**config.mk**
```make
export PLATFORM = sky130hd
export DESIGN_NAME = ordered_integer_set_table
export DESIGN_NICKNAME = d
export VERILOG_FILES = /design/src/design/osst_pkg.sv /design/src/design/ordered_integer_set_table.sv /design/src/design/osst_mem.sv /design/src/design/osst_engine.sv
export SDC_FILE = /design/constraint.sdc
export NUM_CORES = 2
export LEC_CHECK = 0
export BUFFER_PORTS_ARGS = -buffer_cell sky130_fd_sc_hd__buf_2
export CAP_MARGIN = 10
export CORE_MARGIN = 10
export CORE_UTILIZATION = 52
export DETAILED_ROUTE_END_ITERATION = 10
export PLACE_DENSITY = 0.68
export SYNTH_ARGS = -nofsm -noshare
export SYNTH_HDL_FRONTEND = slang
export SYNTH_HIERARCHICAL = 1
export SYNTH_SLANG_ARGS = --single-unit
export TNS_END_PERCENT = 5
```
**constraint.sdc**
```tcl
create_clock -name i_clk -period 12.4 [get_ports i_clk]
set_input_delay 2.48 -clock i_clk [delete_from_list [all_inputs] [get_ports i_clk]]
set_output_delay 2.48 -clock i_clk [all_outputs]
set_load 0.01 [all_outputs]
```
**src/design/osst_pkg.sv**
```systemverilog
`timescale 1ns / 1ps
// ----------------------------------------------------------------------------
// osst_pkg
// Shared types and constants for the ordered integer set table.
// ----------------------------------------------------------------------------
package osst_pkg;

    localparam int CMD_W        = 3;
    localparam int VALUE_W      = 32;
    localparam int STATUS_W     = 2;
    localparam int MEM_W        = VALUE_W + 1;   // {mark, value}
    localparam int CAPACITY_DEF = 64;

    typedef enum logic [CMD_W-1:0] {
        OP_INSERT = 3'd0,
        OP_REMOVE = 3'd1,
        OP_MARK   = 3'd2,
        OP_KEEP   = 3'd3,
        OP_QUERY  = 3'd4,
        OP_READ   = 3'd5,
        OP_CLEAR  = 3'd6
    } t_op;

    typedef enum logic [STATUS_W-1:0] {
        ST_OK    = 2'd0,
        ST_FULL  = 2'd1,
        ST_RANGE = 2'd2
    } t_status;

    // command handed to the engine on the accept edge
    typedef struct packed {
        logic               start;
        t_op                op;
        logic [VALUE_W-1:0] value;
    } t_cmd_req;

    // completion flags from the engine
    typedef struct packed {
        logic    done;
        logic    found;
        t_status status;
    } t_res_flags;

endpackage

```
**src/design/ordered_integer_set_table.sv**
```systemverilog
`timescale 1ns / 1ps
// ----------------------------------------------------------------------------
// ordered_integer_set_table
// Set of distinct 32-bit values in insertion order with insert, remove,
// mark / keep-marked, query, positional read and clear; one result per beat.
// ----------------------------------------------------------------------------
// One command is in flight at a time. Insert, remove, mark, query and keep
// walk the live entries through the table memory's single read port (one
// entry per cycle, registered read data) and then finish in S_FIN. An
// in-range read goes through S_RDATA to S_FIN; an out-of-range read, clear
// or an unused code goes straight to S_FIN. A result held back by the master
// side keeps the engine in S_FIN until the output register can take it.
// A finished result sits in the output register while the next command is
// accepted. Marks are stored beside each value in the same memory word, and
// only entries below the count are ever read, so no clearing pass runs after
// reset.
module ordered_integer_set_table #(
    parameter int CAPACITY = osst_pkg::CAPACITY_DEF
) (
    input  logic i_clk,
    input  logic i_rst_n,
    // cmd, value, position
    input  logic [((osst_pkg::CMD_W + osst_pkg::VALUE_W + $clog2(CAPACITY) + 7) / 8) * 8 - 1:0]
                 i_s_tdata,
    input  logic i_s_tvalid,
    output logic o_s_tready,
    // found, read_value, count, status
    output logic [((1 + osst_pkg::VALUE_W + $clog2(CAPACITY + 1) + osst_pkg::STATUS_W + 7) / 8)
                  * 8 - 1:0]
                 o_m_tdata,
    output logic o_m_tvalid,
    input  logic i_m_tready
);

    import osst_pkg::*;

    localparam int AW    = $clog2(CAPACITY);
    localparam int CW    = $clog2(CAPACITY + 1);
    localparam int OUT_W = ((1 + VALUE_W + CW + STATUS_W + 7) / 8) * 8;

    t_cmd_req           req;
    logic [AW-1:0]      in_pos;
    logic               eng_idle;
    t_res_flags         eng_res;
    logic [VALUE_W-1:0] eng_rd_value;
    logic [CW-1:0]      eng_count;
    logic               res_ready;
    logic               s_accept;

    logic               mem_we;
    logic [AW-1:0]      mem_waddr;
    logic [MEM_W-1:0]   mem_wdata;
    logic               mem_re;
    logic [AW-1:0]      mem_raddr;
    logic [MEM_W-1:0]   mem_rdata;

    logic               r_out_valid;
    logic               r_out_found;
    logic [VALUE_W-1:0] r_out_rd;
    logic [CW-1:0]      r_out_count;
    t_status            r_out_status;

    assign o_s_tready = eng_idle;
    assign s_accept   = i_s_tvalid && eng_idle;

    assign req.start = s_accept;
    assign req.op    = t_op'(i_s_tdata[CMD_W-1:0]);
    assign req.value = i_s_tdata[CMD_W +: VALUE_W];
    assign in_pos    = i_s_tdata[CMD_W + VALUE_W +: AW];

    // engine may only finish into a free (or draining) output slot
    assign res_ready = !r_out_valid || i_m_tready;

    osst_engine #(
        .CAPACITY (CAPACITY)
    ) u_engine (
        .i_clk        (i_clk),
        .i_rst_n      (i_rst_n),
        .i_req        (req),
        .i_pos        (in_pos),
        .i_res_ready  (res_ready),
        .o_idle       (eng_idle),
        .o_res        (eng_res),
        .o_read_value (eng_rd_value),
        .o_count      (eng_count),
        .o_mem_we     (mem_we),
        .o_mem_waddr  (mem_waddr),
        .o_mem_wdata  (mem_wdata),
        .o_mem_re     (mem_re),
        .o_mem_raddr  (mem_raddr),
        .i_mem_rdata  (mem_rdata)
    );

    osst_mem #(
        .DEPTH (CAPACITY),
        .WIDTH (MEM_W)
    ) u_mem (
        .i_clk   (i_clk),
        .i_we    (mem_we),
        .i_waddr (mem_waddr),
        .i_wdata (mem_wdata),
        .i_re    (mem_re),
        .i_raddr (mem_raddr),
        .o_rdata (mem_rdata)
    );

    always_ff @(posedge i_clk) begin
        if (!i_rst_n) begin
            r_out_valid <= 1'b0;
        end else if (eng_res.done) begin
            r_out_valid <= 1'b1;
        end else if (i_m_tready) begin
            r_out_valid <= 1'b0;
        end
        if (eng_res.done) begin
            r_out_found  <= eng_res.found;
            r_out_rd     <= eng_rd_value;
            r_out_count  <= eng_count;
            r_out_status <= eng_res.status;
        end
    end

    assign o_m_tvalid = r_out_valid;
    assign o_m_tdata  = OUT_W'({r_out_status, r_out_count, r_out_rd, r_out_found});

    // count never passes the capacity
    a_count_cap: assert property (@(posedge i_clk) disable iff (!i_rst_n)
        r_out_valid |-> (r_out_count <= CW'(CAPACITY)))
        else $error("count above capacity");

    // a refused insert only happens on a full table with the value absent
    a_full: assert property (@(posedge i_clk) disable iff (!i_rst_n)
        (r_out_valid && r_out_status == ST_FULL)
            |-> (!r_out_found && r_out_count == CW'(CAPACITY)))
        else $error("full status with found or short table");

    // out-of-range read returns zero data
    a_range: assert property (@(posedge i_clk) disable iff (!i_rst_n)
        (r_out_valid && r_out_status == ST_RANGE) |-> (r_out_rd == '0 && !r_out_found))
        else $error("range status with data");

    // engine never overwrites a result still waiting
    a_no_overrun: assert property (@(posedge i_clk) disable iff (!i_rst_n)
        eng_res.done |-> (!r_out_valid || i_m_tready))
        else $error("result overrun");

    // after a command is taken the engine is busy
    a_busy: assert property (@(posedge i_clk) disable iff (!i_rst_n)
        s_accept |=> !o_s_tready)
        else $error("accepted while busy");

endmodule

```
**src/design/osst_mem.sv**
```systemverilog
`timescale 1ns / 1ps
// ----------------------------------------------------------------------------
// osst_mem
// Single-port-write, single-port-read table memory, registered read data.
// ----------------------------------------------------------------------------
module osst_mem #(
    parameter int DEPTH = 64,
    parameter int WIDTH = 33
) (
    input  logic                     i_clk,
    input  logic                     i_we,
    input  logic [$clog2(DEPTH)-1:0] i_waddr,
    input  logic [WIDTH-1:0]         i_wdata,
    input  logic                     i_re,
    input  logic [$clog2(DEPTH)-1:0] i_raddr,
    output logic [WIDTH-1:0]         o_rdata
);

    logic [WIDTH-1:0] r_mem [DEPTH];
    logic [WIDTH-1:0] r_rdata;

    always_ff @(posedge i_clk) begin
        if (i_we) begin
            r_mem[i_waddr] <= i_wdata;
        end
        if (i_re) begin
            r_rdata <= r_mem[i_raddr];
        end
    end

    assign o_rdata = r_rdata;

endmodule

```
**src/design/osst_engine.sv**
```systemverilog
`timescale 1ns / 1ps
// ----------------------------------------------------------------------------
// osst_engine
// Command sequencer: walks the table memory once per insert, remove, mark,
// query or keep, compares, shifts down on remove, marks on mark, compacts on keep and appends on insert.
// ----------------------------------------------------------------------------
module osst_engine #(
    parameter int CAPACITY = osst_pkg::CAPACITY_DEF
) (
    input  logic                               i_clk,
    input  logic                               i_rst_n,
    input  osst_pkg::t_cmd_req                 i_req,
    input  logic [$clog2(CAPACITY)-1:0]        i_pos,
    input  logic                               i_res_ready,
    output logic                               o_idle,
    output osst_pkg::t_res_flags               o_res,
    output logic [osst_pkg::VALUE_W-1:0]       o_read_value,
    output logic [$clog2(CAPACITY+1)-1:0]      o_count,
    output logic                               o_mem_we,
    output logic [$clog2(CAPACITY)-1:0]        o_mem_waddr,
    output logic [osst_pkg::MEM_W-1:0]         o_mem_wdata,
    output logic                               o_mem_re,
    output logic [$clog2(CAPACITY)-1:0]        o_mem_raddr,
    input  logic [osst_pkg::MEM_W-1:0]         i_mem_rdata
);

    import osst_pkg::*;

    localparam int AW = $clog2(CAPACITY);
    localparam int CW = $clog2(CAPACITY + 1);
    localparam logic [CW-1:0] CAP_CNT = CW'(CAPACITY);

    typedef enum logic [1:0] {
        S_IDLE,
        S_WALK,
        S_RDATA,
        S_FIN
    } t_state;

    t_state             r_state, n_state;
    t_op                r_op, n_op;
    logic [VALUE_W-1:0] r_value, n_value;
    logic [CW-1:0]      r_count, n_count;
    logic [CW-1:0]      r_ra, n_ra;       // next read address
    logic               r_dv, n_dv;       // read data valid this cycle
    logic [AW-1:0]      r_di, n_di;       // index of read data
    logic [CW-1:0]      r_w, n_w;         // compaction write pointer
    logic               r_found, n_found;
    t_status            r_status, n_status;
    logic [VALUE_W-1:0] r_rd_value, n_rd_value;

    logic               done;
    logic [VALUE_W-1:0] d_val;
    logic               d_mark;
    logic               match;

    assign d_val  = i_mem_rdata[VALUE_W-1:0];
    assign d_mark = i_mem_rdata[VALUE_W];
    assign match  = (d_val == r_value);

    // Writes always land below the address being read (shift down, compact,
    // mark in place), so the read-ahead never sees a stale entry.
    always_comb begin
        n_state    = r_state;
        n_op       = r_op;
        n_value    = r_value;
        n_count    = r_count;
        n_ra       = r_ra;
        n_dv       = 1'b0;
        n_di       = r_di;
        n_w        = r_w;
        n_found    = r_found;
        n_status   = r_status;
        n_rd_value = r_rd_value;
        done        = 1'b0;
        o_mem_we    = 1'b0;
        o_mem_waddr = '0;
        o_mem_wdata = '0;
        o_mem_re    = 1'b0;
        o_mem_raddr = '0;

        case (r_state)
            S_IDLE: begin
                if (i_req.start) begin
                    n_op       = i_req.op;
                    n_value    = i_req.value;
                    n_found    = 1'b0;
                    n_status   = ST_OK;
                    n_rd_value = '0;
                    n_ra       = '0;
                    n_w        = '0;
                    case (i_req.op)
                        OP_INSERT, OP_REMOVE, OP_MARK, OP_QUERY, OP_KEEP: begin
                            n_state = S_WALK;
                        end
                        OP_READ: begin
                            if (CW'(i_pos) < r_count) begin
                                o_mem_re    = 1'b1;
                                o_mem_raddr = i_pos;
                                n_state     = S_RDATA;
                            end else begin
                                n_status = ST_RANGE;
                                n_state  = S_FIN;
                            end
                        end
                        OP_CLEAR: begin
                            n_count = '0;
                            n_state = S_FIN;
                        end
                        default: begin
                            n_state = S_FIN;
                        end
                    endcase
                end
            end

            S_RDATA: begin
                n_rd_value = d_val;
                n_state    = S_FIN;
            end

            S_WALK: begin
                if (r_ra < r_count) begin
                    o_mem_re    = 1'b1;
                    o_mem_raddr = r_ra[AW-1:0];
                    n_ra        = r_ra + CW'(1);
                    n_dv        = 1'b1;
                    n_di        = r_ra[AW-1:0];
                end
                if (r_dv) begin
                    case (r_op)
                        OP_REMOVE: begin
                            if (match) begin
                                n_found = 1'b1;
                            end else if (r_found) begin
                                o_mem_we    = 1'b1;
                                o_mem_waddr = r_di - AW'(1);
                                o_mem_wdata = i_mem_rdata;
                            end
                        end
                        OP_KEEP: begin
                            if (d_mark) begin
                                o_mem_we    = 1'b1;
                                o_mem_waddr = r_w[AW-1:0];
                                o_mem_wdata = {1'b0, d_val};
                                n_w         = r_w + CW'(1);
                            end
                        end
                        OP_MARK: begin
                            if (match) begin
                                n_found     = 1'b1;
                                o_mem_we    = 1'b1;
                                o_mem_waddr = r_di;
                                o_mem_wdata = {1'b1, d_val};
                            end
                        end
                        default: begin
                            if (match) begin
                                n_found = 1'b1;
                            end
                        end
                    endcase
                end else if (r_ra >= r_count) begin
                    // walk drained: settle the count
                    n_state = S_FIN;
                    case (r_op)
                        OP_INSERT: begin
                            if (!r_found) begin
                                if (r_count >= CAP_CNT) begin
                                    n_status = ST_FULL;
                                end else begin
                                    o_mem_we    = 1'b1;
                                    o_mem_waddr = r_count[AW-1:0];
                                    o_mem_wdata = {1'b0, r_value};
                                    n_count     = r_count + CW'(1);
                                end
                            end
                        end
                        OP_REMOVE: begin
                            if (r_found) begin
                                n_count = r_count - CW'(1);
                            end
                        end
                        OP_KEEP: begin
                            n_count = r_w;
                        end
                        default: begin
                        end
                    endcase
                end
            end

            S_FIN: begin
                if (i_res_ready) begin
                    done    = 1'b1;
                    n_state = S_IDLE;
                end
            end

            default: begin
                n_state = S_IDLE;
            end
        endcase
    end

    always_ff @(posedge i_clk) begin
        if (!i_rst_n) begin
            r_state <= S_IDLE;
            r_count <= '0;
            r_dv    <= 1'b0;
        end else begin
            r_state <= n_state;
            r_count <= n_count;
            r_dv    <= n_dv;
        end
        r_op       <= n_op;
        r_value    <= n_value;
        r_ra       <= n_ra;
        r_di       <= n_di;
        r_w        <= n_w;
        r_found    <= n_found;
        r_status   <= n_status;
        r_rd_value <= n_rd_value;
    end

    assign o_idle       = (r_state == S_IDLE);
    assign o_res        = '{done: done, found: r_found, status: r_status};
    assign o_read_value = r_rd_value;
    assign o_count      = r_count;

endmodule
```
* Word-level counts from Yosys, hierarchy flattened
Memories as Yosys holds them, arrays and structs flattened. A register that Yosys moved wholly into a read port is not among the register bits.
Index checks and enable logic that the tools add are counted.
** Cells by class
- Reductions and logical operators :: 20
- Equality and inequality tests :: 31
- Order comparisons :: 4
- Muxes and demuxes :: 88
- Add/subtract/negate cells :: 5
** Operators by type and width (count)
- 2-to-1 mux 33 bit :: 8
- case mux 33 bit (3 select lines) :: 1
- 2-to-1 mux 32 bit :: 3
- 2-to-1 mux 6 bit :: 14
- 2-to-1 mux 7 bit :: 12
- case mux 32 bit (2 select lines) :: 1
- case mux 7 bit (2 select lines) :: 3
- == test 32 bit :: 1
- 2-to-1 mux 1 bit :: 25
- 2-to-1 mux 2 bit :: 12
- adder 7 x 1 -> 7 bit, second input constant :: 3
- case mux 7 bit (3 select lines) :: 1
- case mux 6 bit (3 select lines) :: 1
- != test 2 x 1 -> 1 bit, second input constant :: 8
- == test 3 x 2 -> 1 bit, second input constant :: 4
- != test 2 bit, second input constant :: 6
- case mux 6 bit (2 select lines) :: 1
- AND reduction 5 bit :: 2
- == test 3 bit, second input constant :: 3
- AND reduction 9 bit :: 1
- case mux 2 bit (2 select lines) :: 2
- case mux 2 bit (4 select lines) :: 1
- AND reduction 2 bit :: 4
- >= comparator 7 bit :: 1
- 23 further kinds :: 30
** Word-level totals
- Memories :: 1
- RAM bits :: 2112
- Register bits after elaboration :: 143
- Output and inout bits :: 50
- Bits of input ports :: 52
- Word-level logic and storage cells :: 165
** Memory list
- u_mem.r_mem :: words 64, bits a word 33, read ports 1, clocked after memory_dff 1, wr ports 1, RTL line osst_mem.sv:19 : logic [WIDTH-1:0] r_mem [DEPTH];

* Depth between registers and ports, before layout
- Depth after elaboration :: 9
- Mapped depth :: 19
- Mapped depth without buffers :: 13

* Cells and area by module
Netlist, hierarchy kept.
** By module, submodules not included
- osst_mem :: times used 1, sequential area each 64411.8 sq um, area each 81424.3 sq um, cells each 3610
- osst_engine :: times used 1, sequential area each 2902.8 sq um, area each 5570.3 sq um, cells each 473
- ordered_integer_set_table :: times used 1, sequential area each 1281.2 sq um, area each 1372.6 sq um, cells each 55

* Worst setup path after synthesis
No wires, ideal clock.
- Path kind :: input -> register
- From :: input port i_s_tvalid
- To :: register u_mem.r_rdata[12], in the netlist u_mem/o_rdata[12], read port of u_mem.r_mem, data pin
- Cell stages on the path :: 13
- Slack :: 6.375 ns
- Data arrival time :: 5.770 ns
- Library setup time :: 0.255 ns
- Path buffers :: 5
- Required time :: 12.145 ns
- Cells stage by stage :: and2_1 and2_1 and3_1 clkbuf_1 a22o_1 buf_4 buf_8 buf_6 buf_2 mux4_2 a22oi_1 nand4_1 and3_1
** Between the ends
- Cells in the longest elaborated chain, start to end :: 3
- Elaborated cells on any way between the ends :: 5
- Those cells by class :: mux: 4; reduce/logical: 1
** RTL lines
- start: declaration :: RTL line ordered_integer_set_table.sv:25 : input logic i_s_tvalid,
- logical AND 1 bit :: RTL line ordered_integer_set_table.sv:64 : assign s_accept = i_s_tvalid && eng_idle;
- 2-to-1 mux 6 bit :: RTL line osst_engine.sv:84 : if (i_req.start) begin
- case mux 6 bit (2 select lines) :: RTL line osst_engine.sv:82 : case (r_state)
- net mem_raddr[0] :: RTL line ordered_integer_set_table.sv:54 : logic [AW-1:0] mem_raddr;
- end: declaration :: RTL line osst_mem.sv:20 : logic [WIDTH-1:0] r_rdata;
The timed path passes the listed nets, and every way through them passes these cells.
A chain may end at the register's enable or synchronous reset.

* Final worst setup path
- From :: input port i_s_tdata[39] (netlist bit)
- To :: register u_mem.r_rdata[21], in the netlist u_mem/o_rdata[21], read port of u_mem.r_mem, data pin
** Between the ends
- Cells in the longest elaborated chain, start to end :: 5
- Elaborated cells on any way between the ends :: 9
- Those cells by class :: order compare: 1; mux: 8
** RTL lines
- start: declaration :: RTL line ordered_integer_set_table.sv:24 : i_s_tdata,
- less-than comparator 6 x 7 -> 1 bit :: RTL line osst_engine.sv:97 : if (CW'(i_pos) < r_count) begin
- 2-to-1 mux 6 bit :: RTL line osst_engine.sv:97
- 2-to-1 mux 6 bit :: RTL line osst_engine.sv:92 : case (i_req.op)
- 2-to-1 mux 6 bit :: RTL line osst_engine.sv:84
- case mux 6 bit (2 select lines) :: RTL line osst_engine.sv:82
- net mem_raddr[0] :: RTL line ordered_integer_set_table.sv:54
The timed path passes the listed nets, and every way through them passes these cells.

==> out/results.ini <==
[placed_design]
post-place-ws_ns=4.27
dp_hpwl_um=122000
finalWeightedCongestion=0.832
placedCellCount=6340
placed_cell_area_um2=92100
port_buffers=88

[timing]
slew-limit-headroom=0.177
tightestPinTransition_ns=1.23
setup_violations=0
drv_slew=0
setup_ws_ns=5.03
hold_viol_final=0
finalSetupTns_ns=0
period_minus_slack_ns=7.37
fin_skew_ns=0.0344
period_share=0.595
fmax_mhz=136
rsz0062_at_grt=false

[critical_path]
r2r-start=u_engine/o_count[4]
endpoint_kind=register
critPathKind=in2reg
crit_start=i_s_tdata[39]
worstRegToRegCells=14
cp.required_ns=12.99
slowest_stage=a211oi_1
cp.arrival_ns=7.96
cpPeakStageDelay_ns=0.92
worst-path-buf-inv=2
path_max_fanout=70
timing.rr.end=u_mem/o_rdata[21]
startpoint_type=primary input
cp-endpoint=u_mem/o_rdata[21]
crit_cells=14
crit_chain=buf_2 -> ha_1 -> a21o_1 -> a21oi_1 -> o21ai_0 -> o21ai_0 -> and3_1 -> a22o_4 -> buf_12 -> mux4_2 -> nor2b_1 -> a211oi_1 -> o22ai_1 -> and3_1
cp_top_family=compound AO/OA/AOI/OAI gates
rrSetupSlack_ns=6.22

[min_path]
hold_path.class=reg2reg
hp-start=u_engine/o_read_value[6]

[run_status]
status=finished, final reports clean

[routing]
wl_um=220000
drt_pre_antenna_iters=6
route.detailed.drc=0
ant_nets=0
drtIter0Drc=6281
vias_per_cell=6.49
routedWlPerCell_um=32.6
vias=43800

[cts]
cts_made_buffers=212
cts.path.max_buffers=3
cts.clk_slew.worst_paths_ns=0.06
cts_resized=0
cts_max_level=4
post-cts-setup-buffers=0
cts_hold_buf=0
cts.sinks=2288
worstSkewPairLatency_ns=0.85
cts_tree=yes
clockRootBuffer=clkbuf_16

[power_and_ir_drop]
total_power_mw=17.1
powerDensity_nw_per_um2=173
leakagePower_nw=26.6
vdd.ir_drop.worst_mv=0.116

[global_routing]
antenna_found_initial=25
grt-ovfl-total=0
grt_pass1_vias=42700
grt_max_degree=112
grt_pass1_wl_um=312000
grtUsageTotal=0.234

[synth]
synth_seq_cells=2288
yosysUniqueCellTypes=69
yosys.area_share.simple=0.0332
synth-seq-area-share=0.776
synth_mux_area_frac=0.136
syn_avg_cell_area_um2=21.4
yosys_warnings=6
async_flop_share=0
syn_area_um2=88400
synth_ff_type=edfxtp_1
synth_fa_ha_area_frac=0.00362
synth_compound_area_frac=0.0311
synth_top_family_by_area=multiplexers
syn_inst=4138
synth_edf_count=2277
synth_xor_area_frac=0.00486

[floorplan]
fp.dieH_um=432
design.core.area_um2=169000
die_x_um=432
rows=151
start_util=0.523
dieArea_um2=187000
ios=102

[layout]
final_area_um2=98700
stdcell_count=6741
finalNetCount=4417
final_cell_mix=edfxtp_1 (2277), mux4_2 (484), clkbuf_16 (216)
final_common_cell=edfxtp_1
drive_gt1_frac=0.251
syn_to_final_growth_pct=11.7

[flow_run]
cap_violations=0

stage by stage:
step	hold slack [ns]	util
3_5_place_dp	0.405	0.545
2_1_floorplan	0.400	-
4_1_cts	0.421	0.583
5_1_grt	0.423	0.584
3_3_place_gp	0.401	0.545
6_report	0.419	0.584
layer usage:
layer  wire, um  up-vias  global-route usage
li1           -    17800                   -
met1      84700    23100               0.333
met2     101000     2523               0.350
met3      26000      333              0.0612
met4       8100        6              0.0872
met5         48        -                   0
flip-flops by register name, summed over array words and instances, names as in the netlist:
name	count
u_engine/r_status	2
u_mem/o_rdata	33
u_engine/o_read_value	32
u_engine/r_dv	1
u_engine/r_di	6
u_engine/r_found	1
u_engine/r_op	3
r_out_rd	32
u_engine/r_w	7
u_engine/r_ra	7
u_mem/r_mem	2112
u_engine/r_state	2
u_engine/r_value	32
r_out_found	1
o_m_tvalid	1
u_engine/o_count	7
r_out_count	7
r_out_status	2
cells in the mapped netlist (6+ instances only):
| cell | number | area share |
|---|---|---|
| a211oi_1 | 35 | 0.0030 |
| a21o_1 | 9 | 0.00076 |
| a21oi_1 | 20 | 0.0011 |
| a221o_1 | 6 | 0.00068 |
| a221oi_1 | 7 | 0.00069 |
| a22o_1 | 44 | 0.0044 |
| a22oi_1 | 76 | 0.0065 |
| a311oi_1 | 6 | 0.00059 |
| and2_1 | 54 | 0.0038 |
| and3_1 | 33 | 0.0023 |
| buf_1 | 8 | 0.00034 |
| buf_2 | 62 | 0.0035 |
| buf_4 | 21 | 0.0018 |
| buf_6 | 23 | 0.0029 |
| clkbuf_1 | 127 | 0.0054 |
| dfxtp_1 | 11 | 0.0025 |
| edfxtp_1 | 2277 | 0.77 |
| ha_1 | 24 | 0.0034 |
| inv_1 | 20 | 0.00085 |
| mux2i_1 | 105 | 0.012 |
| mux4_2 | 484 | 0.12 |
| nand2_1 | 103 | 0.0044 |
| nand2b_1 | 16 | 0.0011 |
| nand3_1 | 77 | 0.0044 |
| nand3b_1 | 8 | 0.00068 |
| nand4_1 | 72 | 0.0051 |
| nor2_1 | 97 | 0.0041 |
| nor2b_1 | 51 | 0.0036 |
| nor3_1 | 10 | 0.00057 |
| o211ai_1 | 6 | 0.00051 |
| o21ai_0 | 17 | 0.00096 |
| o221ai_1 | 53 | 0.0053 |
| o22ai_1 | 57 | 0.0040 |
| or2_2 | 8 | 0.00057 |
| or3_1 | 6 | 0.00042 |
| xnor2_1 | 44 | 0.0044 |
how the worst min path moves through the flow:
| stage | cells after the start | slack [ns] | endpoint |
|---|---|---|---|
| after global placement | 0 | 0.40 | r_out_status[1] |
| final | 0 | 0.42 | r_out_rd[6] |
| after global routing | 0 | 0.42 | r_out_status[0] |
| after CTS | 0 | 0.42 | r_out_status[0] |
| after detailed placement | 0 | 0.41 | r_out_status[0] |
| after floorplan | 0 | 0.40 | r_out_rd[0] |
logic make-up (layout without fill, tap and decap cells):
kind of cell	after synthesis	count (layout)
buf+inv	263	639
mux	594	594
xor+xnor	49	49
simple gates	555	555
compound gates	363	363
fa+ha+maj	25	25
other cells	1	10
flops	2288	2288
layout make-up:
| class | count | area (um2) |
|---|---|---|
| flip-flops and latches | 2288 | 68600 |
| repair buffers | 226 | 1610 |
| clock buffers | 267 | 5600 |
| multi-input cells | 1592 | 19100 |
| inverters | 20 | 75.1 |
| fillers | 11800 | 70400 |
| clock inverters | 126 | 957 |
| diodes | 4 | 10.0 |
| well taps | 2218 | 2780 |
where the power goes:
part           switching [mW]  internal [mW]  leakage, nW  total [mW]
clock                    2.75           3.44         3.21        6.18
combinational            1.32          0.734         5.21        2.05
sequential              0.136           8.69         18.1        8.82
No activity file was read; power rests on OpenSTA's default activity.
